===== config.mk =====
export PLATFORM = sky130hd
export DESIGN_NAME = bit_serial_message_deframer
export DESIGN_NICKNAME = d
export VERILOG_FILES = /design/src/rtl/bsmd_pkg.sv /design/src/rtl/bit_serial_message_deframer.sv
export SDC_FILE = /design/constraint.sdc
export NUM_CORES = 1
export LEC_CHECK = 0
export BUFFER_PORTS_ARGS = -buffer_cell sky130_fd_sc_hd__buf_2
export CAP_MARGIN = 25
export CORE_ASPECT_RATIO = 1.25
export CORE_MARGIN = 3
export CORE_UTILIZATION = 31
export CTS_BUF_LIST = sky130_fd_sc_hd__clkbuf_2
export CTS_CLUSTER_SIZE = 14
export DETAILED_ROUTE_END_ITERATION = 10
export PLACE_DENSITY = 0.57
export SLEW_MARGIN = 30
export SYNTH_ARGS = -nofsm -noshare
export SYNTH_HDL_FRONTEND = slang
export SYNTH_SLANG_ARGS = --single-unit

===== constraint.sdc =====
create_clock -name clk -period 7.55 [get_ports clk]
set_input_delay 0.755 -clock clk [delete_from_list [all_inputs] [get_ports clk]]
set_output_delay 0.755 -clock clk [all_outputs]
set_load 0.05 [all_outputs]

===== src/rtl/bsmd_pkg.sv =====
// Package for the bit-serial message deframer.
// Holds the result transaction type and the status codes; no dependencies.
`default_nettype none

package bsmd_pkg;

    localparam int SENDER_BITS = 32;
    localparam int BYTE_BITS   = 8;
    localparam int WORD_BITS   = 32;

    localparam logic [1:0] STATUS_OK        = 2'd0;
    localparam logic [1:0] STATUS_COLLISION = 2'd1;
    localparam logic [1:0] STATUS_HALTED    = 2'd2;

    typedef struct packed {
        logic                 ack;
        logic                 byte_valid;
        logic [BYTE_BITS-1:0] byte_value;
        logic [WORD_BITS-1:0] byte_index;
        logic                 in_range;
        logic [WORD_BITS-1:0] message_length;
        logic [WORD_BITS-1:0] sender_id;
        logic [1:0]           status;
        logic                 last;
    } result_t;

endpackage

`default_nettype wire


===== src/rtl/bit_serial_message_deframer.sv =====
// Bit-serial message deframer top level: header capture, sender check,
// byte assembly and a two-entry output stage. Depends on bsmd_pkg.
//
// Throughput: one bit per cycle while in_stall is low; the frame state
// updates in the accept cycle, so the next-state logic (32-bit compares
// on length, count, id) sets it. Results are registered in the output
// register, and one skid entry holds a result behind a stalled output.
// Reset: rst_n clears all frame state and min_sender_id; only reset restarts.
`default_nettype none

module bit_serial_message_deframer
    import bsmd_pkg::*;
#(
    parameter int LENGTH_BITS = 32
)
(
    input  wire logic                 clk,
    input  wire logic                 rst_n,

    // configuration
    input  wire logic                 cfg_wr_en,
    input  wire logic [WORD_BITS-1:0] cfg_wr_data,

    // input channel
    input  wire logic                 in_valid,
    output logic                      in_stall,
    input  wire logic                 bit_value,

    // output channel
    output logic                      out_valid,
    input  wire logic                 out_stall,
    output logic                      ack,
    output logic                      byte_valid,
    output logic [BYTE_BITS-1:0]      byte_value,
    output logic [WORD_BITS-1:0]      byte_index,
    output logic                      in_range,
    output logic [WORD_BITS-1:0]      message_length,
    output logic [WORD_BITS-1:0]      sender_id,
    output logic [1:0]                status,
    output logic                      last
);

    // hdr_count_reg marks: end of length field, end of header, sender checked
    localparam logic [6:0] LEN_END = 7'(LENGTH_BITS);
    localparam logic [6:0] HDR_END = 7'(LENGTH_BITS + SENDER_BITS);
    localparam logic [6:0] CHECKED = 7'(LENGTH_BITS + SENDER_BITS + 1);

    // frame state
    logic [WORD_BITS-1:0]   min_sender_id_reg;
    logic [6:0]             hdr_count_reg, hdr_count_next;
    logic [LENGTH_BITS-1:0] length_reg, length_next;
    logic [SENDER_BITS-1:0] sender_reg, sender_next;
    logic [BYTE_BITS-1:0]   byte_shift_reg, byte_shift_next;
    logic [2:0]             bit_in_byte_reg, bit_in_byte_next;
    logic [WORD_BITS-1:0]   bytes_rcvd_reg, bytes_rcvd_next;
    logic                   collision_reg, collision_next;
    logic                   halted_reg, halted_next;

    // output stage
    logic                   out_valid_reg;
    logic                   skid_valid_reg;
    result_t                out_reg;
    result_t                skid_reg;
    result_t                res;

    logic accept;
    logic take;
    logic out_free;

    logic [WORD_BITS-1:0]   len_ext;
    logic [BYTE_BITS-1:0]   shifted;

    assign accept   = in_valid && !in_stall;
    assign take     = out_valid_reg && !out_stall;
    assign out_free = !out_valid_reg || take;
    // stall only while the skid entry is occupied
    assign in_stall = skid_valid_reg;

    assign len_ext = WORD_BITS'(length_reg);
    assign shifted = {byte_shift_reg[BYTE_BITS-2:0], bit_value};

    // Next frame state and the result for the bit on the input.
    always_comb
    begin
        hdr_count_next   = hdr_count_reg;
        length_next      = length_reg;
        sender_next      = sender_reg;
        byte_shift_next  = byte_shift_reg;
        bit_in_byte_next = bit_in_byte_reg;
        bytes_rcvd_next  = bytes_rcvd_reg;
        collision_next   = collision_reg;
        halted_next      = halted_reg;

        res            = '0;

        if (!halted_reg)
        begin
            // collision check comes first on every live bit, header bits too
            if (bytes_rcvd_reg > len_ext && len_ext != '0)
            begin
                collision_next = 1'b1;
            end

            if (hdr_count_reg < LEN_END)
            begin
                length_next    = {length_reg[LENGTH_BITS-2:0], bit_value};
                hdr_count_next = hdr_count_reg + 7'd1;
            end
            else if (hdr_count_reg < HDR_END)
            begin
                sender_next    = {sender_reg[SENDER_BITS-2:0], bit_value};
                hdr_count_next = hdr_count_reg + 7'd1;
            end
            else if (hdr_count_reg == HDR_END && sender_reg < min_sender_id_reg)
            begin
                // rejected sender: this bit is dropped and the receiver stops
                hdr_count_next = CHECKED;
                halted_next    = 1'b1;
            end
            else
            begin
                hdr_count_next = CHECKED;
                if (bit_in_byte_reg == 3'd7)
                begin
                    res.byte_valid = 1'b1;
                    res.byte_value = shifted;
                    res.byte_index = bytes_rcvd_reg;
                    res.in_range   = bytes_rcvd_reg < len_ext;
                    res.last       = (len_ext != '0) &&
                                     (bytes_rcvd_reg == len_ext - WORD_BITS'(1));
                    if (bytes_rcvd_reg != '1)
                    begin
                        bytes_rcvd_next = bytes_rcvd_reg + WORD_BITS'(1);
                    end
                    byte_shift_next  = '0;
                    bit_in_byte_next = 3'd0;
                end
                else
                begin
                    byte_shift_next  = shifted;
                    bit_in_byte_next = bit_in_byte_reg + 3'd1;
                end
                res.ack = !collision_next || (len_ext == '0);
            end
        end

        res.message_length = WORD_BITS'(length_next);
        res.sender_id      = sender_next;
        if (halted_next)
        begin
            res.status = STATUS_HALTED;
        end
        else if (collision_next)
        begin
            res.status = STATUS_COLLISION;
        end
        else
        begin
            res.status = STATUS_OK;
        end
    end

    // configuration register
    always_ff @(posedge clk or negedge rst_n)
    begin
        if (!rst_n)
        begin
            min_sender_id_reg <= '0;
        end
        else if (cfg_wr_en)
        begin
            min_sender_id_reg <= cfg_wr_data;
        end
    end

    // frame state advances once per accepted transaction
    always_ff @(posedge clk or negedge rst_n)
    begin
        if (!rst_n)
        begin
            hdr_count_reg   <= '0;
            length_reg      <= '0;
            sender_reg      <= '0;
            byte_shift_reg  <= '0;
            bit_in_byte_reg <= '0;
            bytes_rcvd_reg  <= '0;
            collision_reg   <= 1'b0;
            halted_reg      <= 1'b0;
        end
        else if (accept)
        begin
            hdr_count_reg   <= hdr_count_next;
            length_reg      <= length_next;
            sender_reg      <= sender_next;
            byte_shift_reg  <= byte_shift_next;
            bit_in_byte_reg <= bit_in_byte_next;
            bytes_rcvd_reg  <= bytes_rcvd_next;
            collision_reg   <= collision_next;
            halted_reg      <= halted_next;
        end
    end

    // output / skid valid flags
    always_ff @(posedge clk or negedge rst_n)
    begin
        if (!rst_n)
        begin
            out_valid_reg  <= 1'b0;
            skid_valid_reg <= 1'b0;
        end
        else if (out_free)
        begin
            out_valid_reg  <= skid_valid_reg || accept;
            skid_valid_reg <= 1'b0;
        end
        else if (accept)
        begin
            skid_valid_reg <= 1'b1;
        end
    end

    // output / skid payload, no reset needed
    always_ff @(posedge clk)
    begin
        if (out_free)
        begin
            if (skid_valid_reg)
            begin
                out_reg <= skid_reg;
            end
            else if (accept)
            begin
                out_reg <= res;
            end
        end
        else if (accept)
        begin
            skid_reg <= res;
        end
    end

    assign out_valid      = out_valid_reg;
    assign ack            = out_reg.ack;
    assign byte_valid     = out_reg.byte_valid;
    assign byte_value     = out_reg.byte_value;
    assign byte_index     = out_reg.byte_index;
    assign in_range       = out_reg.in_range;
    assign message_length = out_reg.message_length;
    assign sender_id      = out_reg.sender_id;
    assign status         = out_reg.status;
    assign last           = out_reg.last;

`ifndef SYNTH
    // halt is permanent until reset
    a_halt_sticky: assert property (@(posedge clk) disable iff (!rst_n)
        halted_reg |=> halted_reg)
        else $error("halt flag cleared without reset");

    // skid entry only fills behind a full output register
    a_skid_behind_out: assert property (@(posedge clk) disable iff (!rst_n)
        skid_valid_reg |-> out_valid_reg)
        else $error("skid entry valid with empty output register");

    // collision can only latch against a nonzero length
    a_collision_len: assert property (@(posedge clk) disable iff (!rst_n)
        collision_reg |-> (length_reg != '0))
        else $error("collision latched with zero length");

    // a halted result never acknowledges or carries a byte
    a_halt_quiet: assert property (@(posedge clk) disable iff (!rst_n)
        (out_valid_reg && out_reg.status == STATUS_HALTED)
            |-> (!out_reg.ack && !out_reg.byte_valid))
        else $error("halted result with ack or byte");
`endif

endmodule

`default_nettype wire

==> run metrics <==
internal power=2.996 mW; top-area cell type share of the netlist area=37.59%; Placement Setup Slack=4.003 ns; Layout Nets=1,755; Die H=272.2 um; most numerous cell in the Yosys netlist=edfxtp_1; Seq/Total Area, Yosys=58.80%; max FFs per register=110; P per Cell Area=208.5 mW/mm^2; R2R setup slack=3.94 ns; register area=0.01033 sq mm; Remaining DRCs=0; FILL cells=5,584; footprint of the multi-input gates=0.006759 sq mm; core area=0.05549 sq mm; GRT overflow=0; via count=11,680; Final min period=3.608 ns; P_leak=8.406 nW; initial core utilization=31.67%; grt met2 use=24.33%; worst-path fanout max=7; Synth Area in Adders=5.040%; number of vias per cell=4.748; Post-synth top cells=220 x edfxtp_1, 176 x mux2_2, 149 x dfrtp_1; CTS tree=yes; power share of the combinational group=12.2%; outcome=complete, no violations; top post-synthesis cells by area=edfxtp_1 38%, dfrtp_1 21%, mux2_2 11%; Reg power frac=54.5%; CTS Buffer Depth=3; Global Route met3 Usage=3.169%; RSZ-0062 raised after global routing=false; final slew viol count=0; FFs w/ async S/R, synth=40.38%; post-DP HPWL=27.62 mm; type of origin of the critical path=flip-flop; WS Path Type=flip-flop to flip-flop; largest family of logic cells by synthesized area=multiplexers; Post-synth EDFFs=220; die span in x=219.0 um; first-pass GRT wire length=66.50 mm; clock share of power=33.3%; Top FF cell, synth=edfxtp_1; Cell Area, Synth=0.01758 sq mm; Cells after Synth=1,420; Hold Path Class=input port to flip-flop; Slew headroom=42.86%; sw power=1.266 mW; # rows=96; Sw Ratio=29.71%; GRT busiest layer=met2; simple-gate portion of the synthesized area=11.13%; setup TNS=0 ns; share of cells above drive strength 1=29.70%; P&R area growth vs syn=16.31%; Routed WL per cell=16.86 um; # Post-CTS Setup Buffers=0; Peak Freq=277.2 MHz; final setup vio count=0; crit share post-route=47.78%; initial DRC count=510; # placed instances=2,251; ANT nets after route=0; Tightest Pin Transition=0.8571 ns; H-tree levels=3; count of input and output buffers=149; CTS Buf Count=92; drt pass-1 iters=5; post-synth top area cell=edfxtp_1; syn nets=1,528; gp weighted congestion=0.8676; Max-cap violations=0; Netlist cell types=63; met1 Resource Use GR=16.80%; CTS root buf=clkbuf_2; routed wire length=41.47 mm; initial antenna violation count=1; xor/xnor share of the synthesized area=3.638%; largest net degree at the start of global routing=101; complex-gate fraction of the synthesized area=6.442%; Synth warnings=0; clk slew on worst S/H paths=0.10 ns; Boundary Pins=150; clk_lat worst skew=1.07 ns; die footprint=0.05961 sq mm; mux cell area share after synthesis=11.85%; Non-Filler Instances=2,460; Worst setup EP type=flip-flop; Avg Cell Area, Syn=12.38 sq um; number of global-route vias before repair=12,208; #FFs+latches synth=369; Clock Skew=0.1117 ns; worst path required time=8.41 ns; CTS sink cnt=369; Final WS setup=3.942 ns; GR Util All Layers=14.11%; Crit path arrival time=4.47 ns; Fin. Hold Viols=0; VDD IR max=0.1093 mV
## through the flow
stage | area, sq um | util [%] | hold slack [ns] | total power [mW]
after floorplan | 17580 | - | 0.4418 | 2.729
after global placement | 19110 | 34.43 | 0.4606 | 2.870
after detailed placement | 19170 | 34.55 | 0.4625 | 2.886
after CTS | 20430 | 36.82 | 0.1442 | 4.362
after global routing | 20440 | 36.84 | 0.09251 | 4.511
final | 20440 | 36.84 | 0.1846 | 4.263
## final timing paths
path / startpoint / end / cells after the start
max reg2reg: len_ext[1]$_DFFE_PN0P_ / last$_DFFE_PP_ / 10
min: cfg_wr_en / min_sender_id_reg[10]$_DFFE_PN0P_ / 3
max: len_ext[1]$_DFFE_PN0P_ / last$_DFFE_PP_ / 10
min reg2reg: byte_shift_reg[6]$_DFFE_PN0P_ / byte_shift_reg[6]$_DFFE_PN0P_ / 2
min in group asynchronous: rst_n / min_sender_id_reg[10]$_DFFE_PN0P_ / 2
max in group asynchronous: rst_n / len_ext[7]$_DFFE_PN0P_ / 3
## worst max-delay path, cell delays in order (launching register included)
cell	delay (ns)
dfrtp_1	0.43
inv_1	0.13
ha_1	0.31
nor4b_2	0.48
nand4_1	0.29
or4_1	0.66
nor4_1	0.27
xnor2_1	0.11
nor4_1	0.23
nand4_1	0.17
o41ai_2	0.35
## logic make-up after synthesis
group | Yosys count
DFF | 369
buffers and inverters | 139
xor gates and xnor gates | 73
adders and majority gates | 71
and+or+nand+nor | 384
muxes | 186
AOI/OAI and AO/OA | 198
## layout make-up
type                    instances  share of cell area [%]
flip-flops and latches        369                   50.55
multi-input cells             912                   33.06
repair buffers                197                   6.114
well taps                     735                   4.498
clock buffers                 143                   3.501
inverters                      75                   1.389
clock inverters                28                  0.8691
diodes                          1                 0.01224
## power by group through the flow
stage | Sequential, mW | Clock [mW] | Combinational, mW
final | 2.32 | 1.42 | 0.522
after global routing | 2.34 | 1.60 | 0.574
after CTS | 2.33 | 1.50 | 0.534
after detailed placement | 2.37 | 0 | 0.517
after global placement | 2.37 | 0 | 0.505
after floorplan | 2.51 | 0 | 0.222
## cells in the final DEF (no fill, tap or decap), types with 5 or more instances in the layout
cell type / count
o21ai_0: 86
mux2_2: 176
or4_1: 5
a21o_1: 11
buf_4: 6
a21oi_1: 68
and2_1: 42
dfrtp_1: 149
or3_1: 9
clkinv_1: 19
mux2i_1: 10
buf_6: 5
or2_2: 5
nor2_1: 68
nor3_1: 31
ha_1: 70
nand3_1: 24
inv_1: 72
edfxtp_1: 220
xnor2_1: 51
dlygate4sd3_1: 37
buf_2: 147
and3_1: 11
clkinv_2: 5
xor2_1: 22
nand2_1: 111
nand4_1: 33
nor4_1: 14
clkbuf_2: 143
o21a_1: 5
## what timing repair did
item	in CTS	in global routing
hold endpoints to repair	115	0
hold buffers	37	0
endpoints found under the setup margin	0	0
gates resized for setup	0	0
## metal layers
metal / vias up / share of wire [%]
met4: 0 / 2.9
li1: 5640 / -
met2: 273 / 50
met5: - / 0
met1: 5690 / 42
met3: 77 / 5.1
Note: power is estimated with default switching activity, not from simulation.
